[config.mk]
export PLATFORM = sky130hd
export DESIGN_NAME = scalar_kalman_filter_core
export DESIGN_NICKNAME = d
export VERILOG_FILES = /design/src/hw/rtl/skf_pkg.sv /design/src/hw/rtl/scalar_kalman_filter_core.sv /design/src/hw/rtl/skf_div.sv /design/src/hw/rtl/skf_dp.sv /design/src/hw/rtl/skf_seq.sv
export SDC_FILE = /design/constraint.sdc
export NUM_CORES = 2
export LEC_CHECK = 0
export ABC_AREA = 1
export BUFFER_PORTS_ARGS = -buffer_cell sky130_fd_sc_hd__buf_2
export CORE_UTILIZATION = 60
export CTS_BUF_LIST = sky130_fd_sc_hd__clkbuf_4 sky130_fd_sc_hd__clkbuf_8 sky130_fd_sc_hd__clkbuf_16
export DETAILED_ROUTE_END_ITERATION = 7
export PLACE_DENSITY = 0.86
export SLEW_MARGIN = 20
export SYNTH_ARGS = -nofsm -noshare
export SYNTH_HDL_FRONTEND = slang
export SYNTH_HIERARCHICAL = 1
export SYNTH_SLANG_ARGS = --single-unit
export TNS_END_PERCENT = 100
[constraint.sdc]
create_clock -name clk -period 18.8 [get_ports clk]
set_input_delay 0.94 -clock clk [delete_from_list [all_inputs] [get_ports clk]]
set_output_delay 0.94 -clock clk [all_outputs]
set_load 0.02 [all_outputs]
[src/hw/rtl/skf_pkg.sv]
// Shared types, constants, saturation helpers and the microcode program of the
// scalar Kalman filter core. Used by every module under hw/rtl.
// No dependencies.
package skf_pkg;

	localparam int WORD_W = 32;
	localparam int FRAC_W = 16;
	localparam int UREG_W = 31;
	localparam int WIDE_W = WORD_W + FRAC_W;
	localparam int STEP_W = 5;
	localparam int IDX_W = 3;
	localparam int OUT_W = 104;
	localparam int OUT_PAD = OUT_W - 3 * WORD_W - 1;

	typedef logic signed [WORD_W-1:0] word_t;
	typedef logic [UREG_W-1:0] ureg_t;

	localparam word_t ONE_FX = word_t'(1 << FRAC_W);
	localparam ureg_t NOISE_RST = ureg_t'(4 << FRAC_W);
	localparam word_t EST_RST = word_t'(14 << FRAC_W);
	localparam ureg_t COV_RST = ureg_t'(6 << FRAC_W);
	localparam word_t WORD_MAX = {1'b0, {(WORD_W-1){1'b1}}};
	localparam word_t WORD_MIN = {1'b1, {(WORD_W-1){1'b0}}};
	localparam logic [WIDE_W-1:0] HALF_LSB = WIDE_W'(1) << (FRAC_W - 1);

	typedef enum logic [IDX_W-1:0] {
		REG_STATE_GAIN    = 3'd0,
		REG_MEASURE_GAIN  = 3'd1,
		REG_PROCESS_NOISE = 3'd2,
		REG_MEASURE_NOISE = 3'd3,
		REG_INIT_ESTIMATE = 3'd4,
		REG_INIT_COV      = 3'd5
	} reg_idx_t;

	typedef struct packed {
		word_t state_gain;
		word_t measure_gain;
		ureg_t process_noise;
		ureg_t measure_noise;
		word_t initial_estimate;
		ureg_t initial_covariance;
	} cfg_t;

	typedef enum logic [3:0] {
		SRC_ZERO, SRC_A, SRC_H, SRC_Q, SRC_R, SRC_Z, SRC_X, SRC_P,
		SRC_XP, SRC_PP, SRC_PH, SRC_S, SRC_K, SRC_T, SRC_IN
	} src_t;

	typedef enum logic [3:0] {
		DST_NONE, DST_XP, DST_T, DST_IN, DST_PP, DST_PH, DST_S, DST_X, DST_P
	} dst_t;

	typedef enum logic [1:0] {
		ALU_PASS, ALU_ADD, ALU_SUB
	} alu_t;

	typedef enum logic [1:0] {
		JMP_NEXT, JMP_WAIT_DIV, JMP_END
	} jmp_t;

	typedef struct packed {
		src_t mul_a;
		src_t mul_b;
		alu_t alu;
		src_t alu_c;
		dst_t dest;
		logic div_start;
		jmp_t jump;
	} ctl_t;

	localparam ctl_t CTL_NOP = '{
		mul_a: SRC_ZERO, mul_b: SRC_ZERO, alu: ALU_PASS, alu_c: SRC_ZERO,
		dest: DST_NONE, div_start: 1'b0, jump: JMP_NEXT
	};

	function automatic logic [WORD_W-1:0] mag(input word_t v);
		return v[WORD_W-1] ? (~v + WORD_W'(1)) : v;
	endfunction

	function automatic word_t sat_mag(input logic [WIDE_W-1:0] m, input logic neg);
		logic [WIDE_W-1:0] lim;
		logic [WORD_W-1:0] r;
		lim = neg ? WIDE_W'({1'b1, {(WORD_W-1){1'b0}}}) : WIDE_W'(WORD_MAX);
		r = (m > lim) ? lim[WORD_W-1:0] : m[WORD_W-1:0];
		return neg ? word_t'(~r + WORD_W'(1)) : word_t'(r);
	endfunction

	// A product issued at a step is registered in prod_s1, then rounded and saturated into r_s2, which feeds the ALU.
	function automatic ctl_t ucode(input logic [STEP_W-1:0] step);
		ctl_t c;
		c = CTL_NOP;
		case (step)
			5'd0: begin c.mul_a = SRC_A; c.mul_b = SRC_X; end
			5'd1: begin c.mul_a = SRC_A; c.mul_b = SRC_P; end
			5'd2: begin c.dest = DST_XP; end
			5'd3: begin c.dest = DST_T; c.mul_a = SRC_H; c.mul_b = SRC_XP; end
			5'd4: begin c.mul_a = SRC_T; c.mul_b = SRC_A; end
			5'd5: begin c.dest = DST_IN; c.alu = ALU_SUB; c.alu_c = SRC_Z; end
			5'd6: begin c.dest = DST_PP; c.alu = ALU_ADD; c.alu_c = SRC_Q; end
			5'd7: begin c.mul_a = SRC_PP; c.mul_b = SRC_H; end
			5'd9: begin c.dest = DST_PH; end
			5'd10: begin c.mul_a = SRC_H; c.mul_b = SRC_PH; end
			5'd12: begin c.dest = DST_S; c.alu = ALU_ADD; c.alu_c = SRC_R; end
			5'd13: begin c.div_start = 1'b1; end
			5'd14: begin c.jump = JMP_WAIT_DIV; end
			5'd15: begin c.mul_a = SRC_K; c.mul_b = SRC_IN; end
			5'd16: begin c.mul_a = SRC_K; c.mul_b = SRC_H; end
			5'd17: begin c.dest = DST_X; c.alu = ALU_ADD; c.alu_c = SRC_XP; end
			5'd18: begin c.dest = DST_T; end
			5'd19: begin c.mul_a = SRC_T; c.mul_b = SRC_PP; end
			5'd21: begin c.dest = DST_P; c.alu = ALU_SUB; c.alu_c = SRC_PP; end
			5'd22: begin c.jump = JMP_END; end
			default: c = CTL_NOP;
		endcase
		return c;
	endfunction

endpackage

[src/hw/rtl/scalar_kalman_filter_core.sv]
// Scalar Kalman filter core, signed Q16.16. Depends on skf_pkg, skf_seq, skf_dp, skf_div.
// The gain divider runs inside each update; a new measurement is accepted only while
// the sequencer is idle, and the sequencer holds at its end step until the result
// can be registered for output.
// Reset restores the register defaults, estimate 14.0 and covariance 6.0.
module scalar_kalman_filter_core (
	input  logic                        clk,
	input  logic                        arst_n,
	input  logic                        s_tvalid,
	output logic                        s_tready,
	input  logic [31:0]                 s_tdata,    // measurement
	input  logic [0:0]                  s_tuser,    // restart
	output logic                        m_tvalid,
	input  logic                        m_tready,
	output logic [skf_pkg::OUT_W-1:0]   m_tdata,    // estimate, covariance, gain, divide_fault
	input  logic                        cfg_wr_en,
	input  logic [skf_pkg::IDX_W-1:0]   cfg_index,
	input  logic [skf_pkg::WORD_W-1:0]  cfg_wdata
);
	import skf_pkg::*;

	cfg_t cfg_q;
	ctl_t ctl;
	logic seq_busy, seq_done, div_busy, div_fault, accept, out_hold;
	word_t x, p, ph, s, k;
	logic m_tvalid_q;
	logic [OUT_W-1:0] m_tdata_q;

	assign accept = s_tvalid && s_tready;
	assign s_tready = !seq_busy;
	assign out_hold = m_tvalid_q && !m_tready;

	always_ff @(posedge clk or negedge arst_n) begin
		if (!arst_n) begin
			cfg_q.state_gain <= ONE_FX;
			cfg_q.measure_gain <= ONE_FX;
			cfg_q.process_noise <= '0;
			cfg_q.measure_noise <= NOISE_RST;
			cfg_q.initial_estimate <= EST_RST;
			cfg_q.initial_covariance <= COV_RST;
		end else if (cfg_wr_en) begin
			case (cfg_index)
				REG_STATE_GAIN:    cfg_q.state_gain <= cfg_wdata;
				REG_MEASURE_GAIN:  cfg_q.measure_gain <= cfg_wdata;
				REG_PROCESS_NOISE: cfg_q.process_noise <= cfg_wdata[UREG_W-1:0];
				REG_MEASURE_NOISE: cfg_q.measure_noise <= cfg_wdata[UREG_W-1:0];
				REG_INIT_ESTIMATE: cfg_q.initial_estimate <= cfg_wdata;
				REG_INIT_COV:      cfg_q.initial_covariance <= cfg_wdata[UREG_W-1:0];
				default: ;
			endcase
		end
	end

	skf_seq u_seq (
		.clk      (clk),
		.arst_n   (arst_n),
		.start    (accept),
		.div_busy (div_busy),
		.out_hold (out_hold),
		.ctl      (ctl),
		.busy     (seq_busy),
		.done     (seq_done)
	);

	skf_dp u_dp (
		.clk         (clk),
		.arst_n      (arst_n),
		.ctl         (ctl),
		.cfg         (cfg_q),
		.load        (accept),
		.restart     (s_tuser[0]),
		.measurement (s_tdata),
		.gain        (k),
		.estimate    (x),
		.covariance  (p),
		.ph          (ph),
		.s           (s)
	);

	skf_div u_div (
		.clk    (clk),
		.arst_n (arst_n),
		.start  (ctl.div_start),
		.num    (ph),
		.den    (s),
		.busy   (div_busy),
		.quo    (k),
		.fault  (div_fault)
	);

	always_ff @(posedge clk or negedge arst_n) begin
		if (!arst_n) begin
			m_tvalid_q <= 1'b0;
		end else if (seq_done) begin
			m_tvalid_q <= 1'b1;
		end else if (m_tready) begin
			m_tvalid_q <= 1'b0;
		end
	end

	always_ff @(posedge clk) begin
		if (seq_done) begin
			m_tdata_q <= {{OUT_PAD{1'b0}}, div_fault, k, p, x};
		end
	end

	assign m_tvalid = m_tvalid_q;
	assign m_tdata = m_tdata_q;

	a_accept_starts: assert property (@(posedge clk) disable iff (!arst_n)
		accept |=> seq_busy) else $error("sequencer did not start after a transfer");

	a_fault_zero_gain: assert property (@(posedge clk) disable iff (!arst_n)
		(m_tvalid && m_tdata[3*WORD_W]) |-> (m_tdata[3*WORD_W-1:2*WORD_W] == '0))
		else $error("divide fault with nonzero gain");

	a_valid_from_done: assert property (@(posedge clk) disable iff (!arst_n)
		$rose(m_tvalid) |-> $past(seq_done)) else $error("result without program end");

	a_div_inside_run: assert property (@(posedge clk) disable iff (!arst_n)
		!seq_busy |-> !div_busy) else $error("divider busy while sequencer idle");

endmodule

[src/hw/rtl/skf_div.sv]
// Radix-2 restoring divider for the gain: (num << FRAC_W) / den, saturated.
// One quotient bit per cycle. Depends on skf_pkg.
module skf_div (
	input  logic          clk,
	input  logic          arst_n,
	input  logic          start,
	input  skf_pkg::word_t num,
	input  skf_pkg::word_t den,
	output logic          busy,
	output skf_pkg::word_t quo,
	output logic          fault
);
	import skf_pkg::*;

	typedef enum logic [1:0] {DIV_IDLE, DIV_RUN, DIV_FIN} div_state_t;

	localparam int CNT_W = $clog2(WIDE_W);

	div_state_t state_q;
	logic [WIDE_W-1:0] work_q;
	logic [WORD_W-1:0] rem_q;
	logic [WORD_W-1:0] den_mag_q;
	logic [CNT_W-1:0] cnt_q;
	logic neg_q;
	word_t quo_q;
	logic fault_q;

	logic [WORD_W:0] trial;
	logic [WORD_W:0] diff;

	always_comb begin
		trial = {rem_q, work_q[WIDE_W-1]};
		diff = trial - {1'b0, den_mag_q};
	end

	always_ff @(posedge clk or negedge arst_n) begin
		if (!arst_n) begin
			state_q <= DIV_IDLE;
			fault_q <= 1'b0;
			cnt_q <= '0;
		end else begin
			case (state_q)
				DIV_IDLE: begin
					if (start) begin
						if (den == '0) begin
							quo_q <= '0;
							fault_q <= 1'b1;
						end else begin
							fault_q <= 1'b0;
							work_q <= {mag(num), {FRAC_W{1'b0}}};
							rem_q <= '0;
							den_mag_q <= mag(den);
							neg_q <= num[WORD_W-1] ^ den[WORD_W-1];
							cnt_q <= CNT_W'(WIDE_W - 1);
							state_q <= DIV_RUN;
						end
					end
				end
				DIV_RUN: begin
					if (!diff[WORD_W]) begin
						rem_q <= diff[WORD_W-1:0];
						work_q <= {work_q[WIDE_W-2:0], 1'b1};
					end else begin
						rem_q <= trial[WORD_W-1:0];
						work_q <= {work_q[WIDE_W-2:0], 1'b0};
					end
					if (cnt_q == '0) begin
						state_q <= DIV_FIN;
					end else begin
						cnt_q <= cnt_q - CNT_W'(1);
					end
				end
				DIV_FIN: begin
					quo_q <= sat_mag(work_q, neg_q);
					state_q <= DIV_IDLE;
				end
				default: state_q <= DIV_IDLE;
			endcase
		end
	end

	assign busy = (state_q != DIV_IDLE);
	assign quo = quo_q;
	assign fault = fault_q;

endmodule

[src/hw/rtl/skf_dp.sv]
// Datapath of the filter: working registers, shared signed multiplier with a
// rounding and saturation stage, and a saturating adder. Depends on skf_pkg.
module skf_dp (
	input  logic           clk,
	input  logic           arst_n,
	input  skf_pkg::ctl_t  ctl,
	input  skf_pkg::cfg_t  cfg,
	input  logic           load,
	input  logic           restart,
	input  skf_pkg::word_t measurement,
	input  skf_pkg::word_t gain,
	output skf_pkg::word_t estimate,
	output skf_pkg::word_t covariance,
	output skf_pkg::word_t ph,
	output skf_pkg::word_t s
);
	import skf_pkg::*;

	word_t x_q, p_q, z_q, xp_q, pp_q, ph_q, s_q, t_q, in_q;
	logic [2*WORD_W-1:0] prod_s1;
	logic neg_s1;
	word_t r_s2;

	word_t op_a, op_b, op_c;
	logic [WIDE_W-1:0] rounded;
	logic signed [WORD_W:0] sum;
	word_t alu_res;

	function automatic word_t pick(input src_t sel, input word_t x, input word_t p,
		input word_t z, input word_t xp, input word_t pp, input word_t phv,
		input word_t sv, input word_t t, input word_t inn, input word_t k,
		input cfg_t c);
		word_t v;
		case (sel)
			SRC_A:   v = c.state_gain;
			SRC_H:   v = c.measure_gain;
			SRC_Q:   v = {1'b0, c.process_noise};
			SRC_R:   v = {1'b0, c.measure_noise};
			SRC_Z:   v = z;
			SRC_X:   v = x;
			SRC_P:   v = p;
			SRC_XP:  v = xp;
			SRC_PP:  v = pp;
			SRC_PH:  v = phv;
			SRC_S:   v = sv;
			SRC_K:   v = k;
			SRC_T:   v = t;
			SRC_IN:  v = inn;
			default: v = '0;
		endcase
		return v;
	endfunction

	always_comb begin
		op_a = pick(ctl.mul_a, x_q, p_q, z_q, xp_q, pp_q, ph_q, s_q, t_q, in_q, gain, cfg);
		op_b = pick(ctl.mul_b, x_q, p_q, z_q, xp_q, pp_q, ph_q, s_q, t_q, in_q, gain, cfg);
		op_c = pick(ctl.alu_c, x_q, p_q, z_q, xp_q, pp_q, ph_q, s_q, t_q, in_q, gain, cfg);
		rounded = WIDE_W'((prod_s1 + (2*WORD_W)'(HALF_LSB)) >> FRAC_W);
		case (ctl.alu)
			ALU_ADD: sum = {op_c[WORD_W-1], op_c} + {r_s2[WORD_W-1], r_s2};
			ALU_SUB: sum = {op_c[WORD_W-1], op_c} - {r_s2[WORD_W-1], r_s2};
			default: sum = {r_s2[WORD_W-1], r_s2};
		endcase
		if (sum[WORD_W] != sum[WORD_W-1]) begin
			alu_res = sum[WORD_W] ? WORD_MIN : WORD_MAX;
		end else begin
			alu_res = sum[WORD_W-1:0];
		end
	end

	always_ff @(posedge clk) begin
		prod_s1 <= mag(op_a) * mag(op_b);
		neg_s1 <= op_a[WORD_W-1] ^ op_b[WORD_W-1];
		r_s2 <= sat_mag(rounded, neg_s1);
		if (load) begin
			z_q <= measurement;
		end
		case (ctl.dest)
			DST_XP:  xp_q <= alu_res;
			DST_T:   t_q <= alu_res;
			DST_IN:  in_q <= alu_res;
			DST_PP:  pp_q <= alu_res;
			DST_PH:  ph_q <= alu_res;
			DST_S:   s_q <= alu_res;
			default: ;
		endcase
	end

	always_ff @(posedge clk or negedge arst_n) begin
		if (!arst_n) begin
			x_q <= EST_RST;
			p_q <= {1'b0, COV_RST};
		end else if (load && restart) begin
			x_q <= cfg.initial_estimate;
			p_q <= {1'b0, cfg.initial_covariance};
		end else if (ctl.dest == DST_X) begin
			x_q <= alu_res;
		end else if (ctl.dest == DST_P) begin
			p_q <= alu_res;
		end
	end

	assign estimate = x_q;
	assign covariance = p_q;
	assign ph = ph_q;
	assign s = s_q;

endmodule

[src/hw/rtl/skf_seq.sv]
// Microcode sequencer: step counter over the program in skf_pkg, with a wait
// on the divider and an end step that holds while the result is not taken.
module skf_seq (
	input  logic          clk,
	input  logic          arst_n,
	input  logic          start,
	input  logic          div_busy,
	input  logic          out_hold,
	output skf_pkg::ctl_t ctl,
	output logic          busy,
	output logic          done
);
	import skf_pkg::*;

	logic [STEP_W-1:0] step_q;
	logic busy_q;
	ctl_t rom;
	logic stall;

	always_comb begin
		rom = ucode(step_q);
		stall = (rom.jump == JMP_WAIT_DIV && div_busy) || (rom.jump == JMP_END && out_hold);
		done = busy_q && rom.jump == JMP_END && !out_hold;
		ctl = busy_q ? rom : CTL_NOP;
	end

	always_ff @(posedge clk or negedge arst_n) begin
		if (!arst_n) begin
			busy_q <= 1'b0;
			step_q <= '0;
		end else if (start) begin
			busy_q <= 1'b1;
			step_q <= '0;
		end else if (busy_q && !stall) begin
			if (rom.jump == JMP_END) begin
				busy_q <= 1'b0;
				step_q <= '0;
			end else begin
				step_q <= step_q + STEP_W'(1);
			end
		end
	end

	assign busy = busy_q;

endmodule
==> results_dict.tcl <==
set metrics [dict create \
    h-tree-depth 3 \
    cpLargestDelayFamily "adder cells" \
    finalInstanceArea_um2 90500 \
    worstMarginPinSlew_ns 1.43 \
    min_period_ns 13.77 \
    rsz0062_at_grt "no" \
    antenna_left 0 \
    critical_path_required_ns 19.34 \
    dp_cells 12500 \
    io_buffers 171 \
    setup_viol 0 \
    r2r_slack_ns 5.03 \
    drv_cap 0 \
    hold_viol 0 \
    period_share 0.732 \
    vias 83600 \
    grt_pass1_vias 81300 \
    die_area_um2 143000 \
    drtIter0Drc 14000 \
    placeableCoreArea_um2 140000 \
    cpPeakStageDelay_ns 1.08 \
    grt_first_pass_wirelength_um 540000 \
    nNetsFinal 12100 \
    vias_per_cell 6.57 \
    ios 179 \
    crit_buf_inv 15 \
    clock.fmax_ghz 0.0726 \
    cts.sinks 817 \
    initial_core_util 0.607 \
    timing.final.max_slew_violations 0 \
    status "complete, but fails checks" \
    clkTransAtPathRegs_ns 0.07 \
    register_area_um2 22400 \
    rows 137 \
    grt_max_degree 174 \
    hpwl_um 285000 \
    remaining_drc_errors 172 \
    grt_overflow_total 0 \
    slowest_stage "clkinv_1" \
    grt_usage 0.527 \
    die_x_um 378 \
    crit_path_max_fanout 24 \
    dpl-instance-area_um2 87300 \
    slew_headroom 0.0467 \
    worstSkewPairLatency_ns 0.77 \
    synth_area_per_cell_um2 7.90 \
    finalNonFillerCells 12700 \
    clock_skew_ns 0.0711 \
    gp_congestion 1.15 \
    cts_setup_buffers 0 \
    cts_tree "done" \
    drive_above_1_share 0.0771 \
    syn_inst 10800 \
    die_h_um 378 \
    crit_top_cell "inv_1" \
    hold_slack_ns 0.0371 \
    wire_per_inst_um 29.9 \
    cts_hold_buf 0 \
    synthToLayoutAreaGrowth_pct 6.50 \
    min_path_type "primary input to async pin" \
    finalWirelength_um 380000 \
    antenna_found_initial 32 \
    cp-start-kind "flip-flop" \
    multiInputGateArea_um2 52800 \
    ys_warn_count 6 \
    crit_arrival_ns 14.31 \
    fillCellCount 11700 \
    clockBufferDepth 3 \
    cts_buffers 89 \
    cts_root_buf "clkbuf_16" \
    cts_resized 0 \
    violations "design-rule violations" \
    finalSetupTns_ns 0 \
    critPathCaptureType "flip-flop" \
    crit_type "flip-flop to flip-flop" \
    netlist_area_um2 85000 \
    dr.pass1.iters 8 \
]
==> layer usage <==
| metal | vias up | track usage | routed length, um |
|---|---|---|---|
| li1 | 34100 | - | - |
| met5 | - | 0.0391 | 1220 |
| met2 | 7821 | 0.687 | 143000 |
| met3 | 1866 | 0.299 | 73100 |
| met1 | 39800 | 0.670 | 135000 |
| met4 | 46 | 0.308 | 28400 |
==> layout by cell type (no fill, tap or decap), types with 16 or more instances in the layout <==
master / instances
o21a_1: 24
o21ai_1: 22
dfxtp_1: 81
ha_1: 404
or2_2: 20
edfxtp_1: 466
buf_4: 136
nand2_4: 16
nor4_1: 43
a211oi_1: 18
o22ai_1: 466
nor3_2: 21
o21ai_0: 271
a21o_1: 21
inv_2: 76
nand2_1: 2362
nand3_2: 19
clkbuf_16: 90
xor2_1: 149
buf_2: 172
a31oi_1: 41
nand3_1: 414
o2111ai_1: 28
nand2_2: 87
clkinv_1: 17
nor2_2: 40
nor2_1: 1135
a21oi_1: 419
a22oi_1: 41
dfrtp_1: 256
a221oi_1: 53
nand4_1: 70
o21bai_1: 17
fa_1: 897
diode_2: 17
nor3_1: 102
inv_1: 2013
xnor2_1: 75
==> per-stage QoR <==
step	util	worst slack [ns]
4_1_cts	0.646	5.74
3_3_place_gp	0.624	5.81
5_1_grt	0.646	4.79
3_5_place_dp	0.624	5.77
2_1_floorplan	-	9.14
6_report	0.646	5.03
==> state kept, by name, summed over array words and instances (netlist names), 48 cells and up <==
register and count:
cfg_q 189, m_tdata 97, u_dp/prod_s1 49, u_div/work_q 48
==> worst paths after layout <==
path                       cells past startpoint                to         startpoint
min                                            1          cfg_q[7]             arst_n
max reg2reg                                   50  u_dp/prod_s1[48]    u_seq/step_q[1]
min reg2reg                                    0       m_tdata[21]  u_dp/estimate[21]
max                                           50  u_dp/prod_s1[48]    u_seq/step_q[1]
min in group clk                               1      u_dp/z_q[14]        s_tdata[14]
max in group asynchronous                      2        cfg_q[117]             arst_n
==> area by class of cell <==
| class | count | share of cell area |
|---|---|---|
| Antenna cell | 17 | 0.000470 |
| Multi-Input combinational cell | 7429 | 0.583 |
| Clock buffer | 104 | 0.0265 |
| Clock inverter | 63 | 0.00791 |
| Sequential cell | 817 | 0.247 |
| Tap cell | 1876 | 0.0259 |
| Inverter | 2102 | 0.0872 |
| Timing Repair Buffer | 315 | 0.0216 |
Power is left out: the tool's default activity adds up to more than one toggle a clock period on the data nets, which glitch-free logic cannot reach.
